===== config.mk =====
export PLATFORM = sky130hd
export DESIGN_NAME = itpl_ctrl
export DESIGN_NICKNAME = d
export VERILOG_FILES = /design/src/hw/rtl/interp_table_position_lookup_defines.svh /design/src/hw/rtl/itpl_pkg.sv /design/src/hw/rtl/itpl_ctrl.sv
export SDC_FILE = /design/constraint.sdc
export NUM_CORES = 1
export LEC_CHECK = 0
export BUFFER_PORTS_ARGS = -buffer_cell sky130_fd_sc_hd__buf_2
export CORE_MARGIN = 8
export CORE_UTILIZATION = 46
export CTS_CLUSTER_SIZE = 10
export DETAILED_ROUTE_END_ITERATION = 8
export GPL_ROUTABILITY_DRIVEN = 1
export PLACE_DENSITY = 0.77
export SLEW_MARGIN = 5
export SYNTH_ARGS = -nofsm -noshare
export SYNTH_HDL_FRONTEND = slang
export SYNTH_SLANG_ARGS = --single-unit

===== constraint.sdc =====
create_clock -name aclk -period 1.85 [get_ports aclk]
set_clock_uncertainty 0.2 [all_clocks]
set_input_delay 0.185 -clock aclk [delete_from_list [all_inputs] [get_ports aclk]]
set_output_delay 0.185 -clock aclk [all_outputs]
set_load 0.005 [all_outputs]

===== src/hw/rtl/interp_table_position_lookup_defines.svh =====
// Assertion macros for the interpolation lookup table block.
`ifndef INTERP_TABLE_POSITION_LOOKUP_DEFINES_SVH
`define INTERP_TABLE_POSITION_LOOKUP_DEFINES_SVH

// Same-cycle implication, checked outside reset.
`define ITPL_ASSERT_NOW(label, ante, cons, msg) \
    label: assert property (@(posedge aclk) disable iff (!aresetn) (ante) |-> (cons)) \
        else $error(msg);

// Next-cycle implication, checked outside reset.
`define ITPL_ASSERT_NEXT(label, ante, cons, msg) \
    label: assert property (@(posedge aclk) disable iff (!aresetn) (ante) |=> (cons)) \
        else $error(msg);

`endif


===== src/hw/rtl/itpl_pkg.sv =====
// Shared types and constants of the interpolation lookup table block.
`timescale 1ns / 1ps

package itpl_pkg;

    localparam int DEPTH      = 64;
    localparam int IDX_W      = 6;
    localparam int CNT_W      = 7;
    localparam int VAL_W      = 32;
    localparam int TOL_W      = 31;
    localparam int ENTRY_W    = 2 * VAL_W + TOL_W;
    localparam int IN_W       = 136;
    localparam int OUT_W      = 88;
    localparam int CFG_DATA_W = 7;
    localparam int STEP_W     = 6;
    localparam logic [STEP_W-1:0] MUL_LAST = 6'd31;
    localparam logic [STEP_W-1:0] DIV_LAST = 6'd63;

    localparam logic REG_POINT_COUNT = 1'b0;
    localparam logic REG_TABLE_READY = 1'b1;

    typedef enum logic [2:0] {
        ACT_WRITE     = 3'd0,
        ACT_FWD       = 3'd1,
        ACT_REV       = 3'd2,
        ACT_INDEX     = 3'd3,
        ACT_TWK_FWD   = 3'd4,
        ACT_TWK_BACK  = 3'd5
    } action_t;

    typedef enum logic [2:0] {
        ST_OK        = 3'd0,
        ST_NOT_READY = 3'd1,
        ST_INDEX_REJ = 3'd2,
        ST_NO_STEP   = 3'd3,
        ST_ZERO_SPAN = 3'd4
    } status_t;

    typedef enum logic [1:0] {
        KIND_DONE,
        KIND_LOOKUP,
        KIND_TARGET
    } kind_t;

    typedef enum logic [2:0] {
        RD_ZERO,
        RD_LAST,
        RD_WALK,
        RD_SEG,
        RD_SEG1,
        RD_TGT
    } rdsel_t;

    typedef enum logic [4:0] {
        S_IDLE,
        S_DECODE,
        S_RD0,
        S_CK0,
        S_RDL,
        S_CKL,
        S_WRD,
        S_WCK,
        S_SEGA,
        S_SEGB,
        S_SEGC,
        S_SETUP,
        S_MUL,
        S_DIV,
        S_ACC,
        S_TGT_RD,
        S_TGT,
        S_FINISH
    } state_t;

    typedef struct packed {
        logic   latch;
        logic   decode;
        rdsel_t rd_sel;
        logic   ld_prev;
        logic   seg_first;
        logic   seg_last;
        logic   seg_walk;
        logic   walk_init;
        logic   walk_inc;
        logic   ld_a;
        logic   ld_b;
        logic   setup;
        logic   mul_step;
        logic   div_step;
        logic   acc;
        logic   ld_tgt;
        logic   finish;
    } cmd_t;

    typedef struct packed {
        kind_t kind;
        logic  q_lt_key;
        logic  bracket;
        logic  walk_end;
        logic  zero_span;
        logic  cnt_done;
        logic  out_free;
    } sts_t;

endpackage


===== src/hw/rtl/itpl_ctrl.sv =====
// Controller: sequences decode, table walk, interpolation and result hand-off.
`timescale 1ns / 1ps

module itpl_ctrl (
    input  logic            aclk,
    input  logic            aresetn,
    input  logic            s_tvalid,
    output logic            s_tready,
    input  itpl_pkg::sts_t  sts,
    output itpl_pkg::cmd_t  cmd
);

    itpl_pkg::state_t state_reg, state_next;

    always_ff @(posedge aclk) begin
        if (!aresetn) begin
            state_reg <= itpl_pkg::S_IDLE;
        end else begin
            state_reg <= state_next;
        end
    end

    always_comb begin
        state_next = state_reg;
        unique case (state_reg)
            itpl_pkg::S_IDLE:   if (s_tvalid) state_next = itpl_pkg::S_DECODE;
            itpl_pkg::S_DECODE: begin
                unique case (sts.kind)
                    itpl_pkg::KIND_LOOKUP: state_next = itpl_pkg::S_RD0;
                    itpl_pkg::KIND_TARGET: state_next = itpl_pkg::S_TGT_RD;
                    default:               state_next = itpl_pkg::S_FINISH;
                endcase
            end
            itpl_pkg::S_RD0:    state_next = itpl_pkg::S_CK0;
            itpl_pkg::S_CK0:    state_next = sts.q_lt_key ? itpl_pkg::S_SEGA : itpl_pkg::S_RDL;
            itpl_pkg::S_RDL:    state_next = itpl_pkg::S_CKL;
            itpl_pkg::S_CKL:    state_next = sts.q_lt_key ? itpl_pkg::S_WRD : itpl_pkg::S_SEGA;
            itpl_pkg::S_WRD:    state_next = itpl_pkg::S_WCK;
            itpl_pkg::S_WCK: begin
                if (sts.bracket || sts.walk_end) begin
                    state_next = itpl_pkg::S_SEGA;
                end else begin
                    state_next = itpl_pkg::S_WRD;
                end
            end
            itpl_pkg::S_SEGA:   state_next = itpl_pkg::S_SEGB;
            itpl_pkg::S_SEGB:   state_next = itpl_pkg::S_SEGC;
            itpl_pkg::S_SEGC:   state_next = itpl_pkg::S_SETUP;
            itpl_pkg::S_SETUP:  state_next = sts.zero_span ? itpl_pkg::S_FINISH : itpl_pkg::S_MUL;
            itpl_pkg::S_MUL:    if (sts.cnt_done) state_next = itpl_pkg::S_DIV;
            itpl_pkg::S_DIV:    if (sts.cnt_done) state_next = itpl_pkg::S_ACC;
            itpl_pkg::S_ACC:    state_next = itpl_pkg::S_FINISH;
            itpl_pkg::S_TGT_RD: state_next = itpl_pkg::S_TGT;
            itpl_pkg::S_TGT:    state_next = itpl_pkg::S_FINISH;
            itpl_pkg::S_FINISH: if (sts.out_free) state_next = itpl_pkg::S_IDLE;
            default:            state_next = itpl_pkg::S_IDLE;
        endcase
    end

    always_comb begin
        cmd        = '0;
        cmd.rd_sel = itpl_pkg::RD_ZERO;
        s_tready   = 1'b0;
        unique case (state_reg)
            itpl_pkg::S_IDLE: begin
                s_tready  = 1'b1;
                cmd.latch = s_tvalid;
            end
            itpl_pkg::S_DECODE: cmd.decode = 1'b1;
            itpl_pkg::S_RD0:    cmd.rd_sel = itpl_pkg::RD_ZERO;
            itpl_pkg::S_CK0: begin
                cmd.ld_prev   = 1'b1;
                cmd.walk_init = 1'b1;
                cmd.seg_first = sts.q_lt_key;
            end
            itpl_pkg::S_RDL:    cmd.rd_sel = itpl_pkg::RD_LAST;
            itpl_pkg::S_CKL:    cmd.seg_last = !sts.q_lt_key;
            itpl_pkg::S_WRD:    cmd.rd_sel = itpl_pkg::RD_WALK;
            itpl_pkg::S_WCK: begin
                if (sts.bracket) begin
                    cmd.seg_walk = 1'b1;
                end else if (sts.walk_end) begin
                    cmd.seg_last = 1'b1;
                end else begin
                    cmd.ld_prev  = 1'b1;
                    cmd.walk_inc = 1'b1;
                end
            end
            itpl_pkg::S_SEGA:   cmd.rd_sel = itpl_pkg::RD_SEG;
            itpl_pkg::S_SEGB: begin
                cmd.ld_a   = 1'b1;
                cmd.rd_sel = itpl_pkg::RD_SEG1;
            end
            itpl_pkg::S_SEGC:   cmd.ld_b = 1'b1;
            itpl_pkg::S_SETUP:  cmd.setup = 1'b1;
            itpl_pkg::S_MUL:    cmd.mul_step = 1'b1;
            itpl_pkg::S_DIV:    cmd.div_step = 1'b1;
            itpl_pkg::S_ACC:    cmd.acc = 1'b1;
            itpl_pkg::S_TGT_RD: cmd.rd_sel = itpl_pkg::RD_TGT;
            itpl_pkg::S_TGT:    cmd.ld_tgt = 1'b1;
            itpl_pkg::S_FINISH: cmd.finish = 1'b1;
            default:            cmd.finish = 1'b0;
        endcase
    end

endmodule


==> impl_results.md, run 1 <==
* Vias at 950
* CP Class: reg2out
* Run status: completed
* Critical path's top delay family: simple AND/OR/NAND/NOR gates
* Critical R2R Capture: state_reg[3]
* Synth Instances at 107
* Worst Path Arrival at 1440 ps
* Worst VDD drop at 0.741 mV
* Hold depth at 4
* Placer Congestion at 0.884
* Area share of the largest cell type after synthesis at 14.0%
* Cell count after placement at 155
* Worst slew pin tran at 369 ps
* Hold Crit Start: sts[3]
* Root Buffer: clkbuf_4
* Ant diodes at 0
* Most common cell after layout, fill and taps aside: buf_2
* Critical Path RT at 1460 ps
* Vias in the first global route at 865
* Post-synthesis sequential area ratio at 14.0%
* Clock Power Share at 9.9%
* DRT Wirelength at 2500 microns
* Initial antenna violation count at 0
* Slew Limit Fails at 0
* PwrDens at 1310 mW/mm^2
* Final setup fails at 0
* GRT overflow at 0
* Crit share post-route at 98.6%
* Tot GR Track Use at 14.8%
* Clock transition at path regs at 50 ps
* Fmax achieved at 548 MHz
* CTS tree: done
* Via-to-Cell Ratio at 5.86
* Placed Area at 920 sq um
* Synth top area cells: dfxtp_1 14%, nor3_1 7.0%, nor2_1 5.8%
* First-pass GRT wire length at 3950 microns
* IO Count at 31
* Flop pwr share at 19.0%
* CP max FO at 7
* CP max stage cell: dfxtp_4
* Placed wire-length estimate at 1830 microns
* Post-route cell area at 0.00102 sq mm
* Final #Nets at 160
* Slew headroom at 75.1%
* Syn_area_per_cell at 6.68 sq um
* Number of flip-flops under the largest register name at 5
* Total die area at 0.00307 sq mm
* CTS Buffer Depth at 2
* Post-Syn Area at 714 sq um
* P_int at 703 uW
* Layout Cells excl Fill at 162
* Reg2reg setup slack at 120 ps
* Area grow syn2layout at 42.9%
* Comb pwr share at 71.1%
* Die Span Y at 55.4 microns
* Drt pass-1 iters at 4
* Residual DRC at 0
* Crit path depth at 5
* H-tree depth at 1
* 1st-iter DRT viols at 21
* DR WL/cell at 15.4 microns
* Die width at 55.4 microns
* Unrepaired setup endpoints after global routing: true
* Final Hold Viols at 0
* Type of the most critical hold path: in2reg
* Yosys cell types at 40
* CP Capture Type: primary output
* MaxCap Viol Count at 0
* TritonCTS sink count at 5
* Yosys reg bits at 5
* Tmin final at 1820 ps
* Number of buffers created by CTS at 3
* Effective utilization at floorplan at 48.0%
* Share of cells above drive strength 1 at 42.5%
* Psw at 636 uW
* Worst path max stage delay at 380 ps
* Startpoint types: flip-flop
* Rows at 14
* Worst skew pair latency at 250 ps
* I/O Buffers at 30
* Most frequent cells in the layout: 30 x buf_2, 12 x buf_4, 11 x nor2_1
* WHS at 173 ps
* Worst reg2reg startpoint: state_reg[1]
* Critical path buffer and inverter count at 1
* Hold EP: state_reg[3]
* Net Sw Frac at 47.5%
* Syn. warnings at 0
* Routed Antenna Nets at 0
* Post-synth top area cell: dfxtp_1
* Largest net degree at the start of global routing at 16
* Net Count, Synth at 120
* Lkg Pwr at 0.000519 uW
* Worst Reg-to-Reg Cells at 5
* CP cell instances: and3b_1 -> nand3_1 -> nor3_2 -> or2_2 -> buf_2
* Core area at 0.00149 sq mm
## cell families (layout without fill, tap and decap cells)
| group | count (synthesis) | in the layout | share of synthesized area [%] |
|---|---|---|---|
| buffers and inverters | 18 | 57 | 11.7 |
| adders and majority gates | 2 | 2 | 3.50 |
| xor gates and xnor gates | 1 | 1 | 1.23 |
| and+or+nand+nor | 60 | 60 | 47.6 |
| AOI/OAI and AO/OA | 21 | 21 | 21.9 |
| DFF | 5 | 5 | 14.0 |
## cells in the mapped netlist (all sizes together)
cell type and instances:
a211oi 1, a21oi 5, a221oi 1, a22oi 1, a2bb2oi 1, a31oi 2
a41o 1, and2 2, and3 1, and3b 2, buf 7, clkbuf 2
dfxtp 5, ha 2, inv 9, nand2 4, nand2b 3, nand3 6
nand3b 1, nor2 11, nor2b 2, nor3 10, nor3b 1, nor4 4
nor4b 3, o211ai 1, o21a 1, o21ai 2, o221ai 1, o31a 2
o31ai 1, o41a 1, or2 4, or3 4, or3b 1, or4 1
xor2 1
## worst max-delay path by stage
stage / from / end / slack (ps)
after floorplan: state_reg[3] / state_reg[0] / 160
after global placement: state_reg[1] / state_reg[0] / 110
after detailed placement: state_reg[1] / state_reg[3] / 70
after CTS: state_reg[3] / cmd[18] / 20
after global routing: state_reg[0] / cmd[13] / -30
final: state_reg[4] / cmd[13] / 30
## metal layers
metal | up-vias | GRT usage (%) | share of wire [%]
met2 | 37 | 26.1 | 52
met4 | 0 | 7.04 | 1.6
li1 | 467 | - | -
met5 | - | 0 | 0
met3 | 4 | 2.97 | 6.4
met1 | 442 | 16.4 | 40
## power groups by stage
stage | clock [uW] | combinational, uW | sequential [uW]
finish | 132 | 952 | 254
floorplan | 0 | 604 | 171
global route | 141 | 1040 | 259
CTS | 136 | 860 | 239
detailed placement | 0 | 838 | 232
global placement | 0 | 826 | 229
## cell type report
type                       instances  area [sq um]
sequential                         5           114
multi-input combinational         84           563
fill                             130           468
inverter                           9          36.3
tap                               16          20.0
clock buffer                       4          26.3
timing repair buffer              44           262
## timing repair
action,in CTS,in global routing
hold endpoints to repair,1,0
resized for setup,7,9
buffers inserted,0,2
pin swaps,0,3
hold buffers,1,0
setup endpoints to repair,5,8
## metrics by stage
| step | utilization [%] | total power, uW | setup TNS [ps] | worst slack, ps |
|---|---|---|---|---|
| 6_report | 68.6 | 1340 | 0 | 25.1 |
| 2_1_floorplan | - | 775 | 0 | 160 |
| 3_5_place_dp | 61.8 | 1070 | 0 | 66.3 |
| 5_1_grt | 68.6 | 1440 | -31.7 | -25.2 |
| 3_3_place_gp | 61.8 | 1060 | 0 | 110 |
| 4_1_cts | 65.4 | 1230 | 0 | 15.7 |
## worst reg2reg max path, stage by stage, from the launching register on
cell and delay, ps:
dfxtp_4 360, buf_4 170, and3b_1 160, o211ai_1 190, a21oi_1 110, o41a_1 410
Power figures use the tool's default switching activity.
==> run 2: changes to the inputs <==
--- a/config.mk
+++ b/config.mk
@@ -11,7 +11,7 @@
 export CTS_CLUSTER_SIZE = 10
 export DETAILED_ROUTE_END_ITERATION = 8
 export GPL_ROUTABILITY_DRIVEN = 1
-export PLACE_DENSITY = 0.77
+export PLACE_DENSITY_LB_ADDON = 0.1
 export SLEW_MARGIN = 5
 export SYNTH_ARGS = -nofsm -noshare
 export SYNTH_HDL_FRONTEND = slang
==> impl_results.md, run 2 (synthesis gave the netlist of run 1 again) <==
* Hold Crit Start: aresetn
* Placed Area at 925 sq um
* Number of buffers created by CTS at 3
* TritonCTS sink count at 5
* MaxCap Viol Count at 0
* Clock transition at path regs at 40 ps
* Startpoint types: flip-flop
* Hold depth at 2
* Cell count after placement at 154
* DR WL/cell at 14.2 microns
* Via-to-Cell Ratio at 5.68
* Tmin final at 1780 ps
* Fmax achieved at 563 MHz
* CP max FO at 12
* H-tree depth at 1
* Hold buffer count at cts at 0
* CTS Buffer Depth at 2
* Layout Cells excl Fill at 158
* Crit share post-route at 96.0%
* Critical Path RT at 1460 ps
* Initial antenna violation count at 0
* Area grow syn2layout at 39.2%
* Run status: completed
* Placed wire-length estimate at 1790 microns
* Worst Reg-to-Reg Cells at 5
* Worst VDD drop at 0.814 mV
* Fillcell total at 150
* Final setup fails at 0
* Reg2reg setup slack at 150 ps
* Final core occ at 66.8%
* Worst skew pair latency at 230 ps
* Final Hold Viols at 0
* Placer Congestion at 0.838
* Routed Antenna Nets at 0
* IO Count at 31
* Post-route cell area at 995 sq um
* Slew headroom at 76.2%
* First-pass GRT wire length at 3900 microns
* Worst reg2reg startpoint: state_reg[3]
* Setup ws final at 73.3 ps
* Vias in the first global route at 868
* Most frequent cells in the layout: 30 x buf_2, 11 x nor2_1, 8 x inv_1, 8 x buf_4, 7 x nor3_1
* Worst Path Arrival at 1390 ps
* Share of cells above drive strength 1 at 41.5%
* Unrepaired setup endpoints after global routing: true
* Root Buffer: clkbuf_4
* PwrDens at 1270 mW/mm^2
* GRT overflow at 0
* 1st-iter DRT viols at 23
* Drt pass-1 iters at 4
* Lkg Pwr at 0.000499 uW
* Die Span Y at 55.4 microns
* Ant diodes at 0
* CTS tree: done
* Number of flip-flops under the largest register name at 5
* Type of the most critical hold path: in2reg
* Die width at 55.4 microns
* Hold EP: state_reg[4]
* Total power at 1260 uW
* Core area at 0.00149 sq mm
* Tot GR Track Use at 14.4%
* Worst slew pin tran at 352 ps
* Largest net degree at the start of global routing at 16
* Most common cell after layout, fill and taps aside: buf_2
* Total die area at 0.00307 sq mm
* Residual DRC at 0
* Slew Limit Fails at 0
* Pre-CTS WS at 37.7 ps
* Final #Nets at 156
* CP Capture Type: primary output
* Critical R2R Capture: state_reg[3]
* CP Class: reg2out
* I/O Buffers at 30
* Vias at 897
* Effective utilization at floorplan at 48.0%
* Rows at 14
* DRT Wirelength at 2250 microns
==> run 2: critical path: stages, from the launching register on <==
cell and delay [ps]:
dfxtp_4 370, and3b_1 200, nand3_1 140, nor3_2 60, or2_2 260, buf_2 130
==> run 2: worst max-delay path by stage <==
stage / start / end / slack (ps) / cells after the start
floorplan: state_reg[3] / state_reg[0] / 160 / 5
global placement: state_reg[3] / state_reg[1] / 70 / 5
detailed placement: state_reg[3] / state_reg[1] / 40 / 5
CTS: state_reg[3] / cmd[11] / 20 / 5
global route: state_reg[1] / cmd[13] / -1 / 5
finish: state_reg[1] / cmd[13] / 70 / 5
==> run 2: stage by stage <==
stage                     setup TNS, ps  hold WS, ps
after floorplan                       0          113
after global placement                0          262
after detailed placement              0          264
after CTS                             0         12.3
after global routing              -1.09         26.4
final                                 0         12.7
==> run 2: metal layers <==
metal | vias up | global-route usage (%) | part of all wire, %
met3 | 0 | 2.51 | 4.0
met2 | 19 | 25.2 | 54
met4 | 0 | 4.93 | 0
li1 | 464 | - | -
met5 | - | 0 | 0
met1 | 414 | 17.1 | 42
==> run 2: where the power goes <==
part,switching [uW],internal [uW],total [uW]
Combinational,483,427,910
Sequential,74.7,160,234
Clock,38.5,81.1,120
Total,596,667,1260
==> run 2: timing repair <==
action	in CTS	in global routing
resized for setup	5	9
setup buffers	0	0
endpoints found under the setup margin	4	9
cloned	0	0
==> run 2: layout make-up <==
cell class,instances,area (sq um),share of cell area [%]
clock buffer,4,26.3,2.64
inverter,9,36.3,3.65
multi-input combinational,84,561,56.4
sequential,5,110,11.1
tap,16,20.0,2.01
timing repair buffer,40,241,24.3
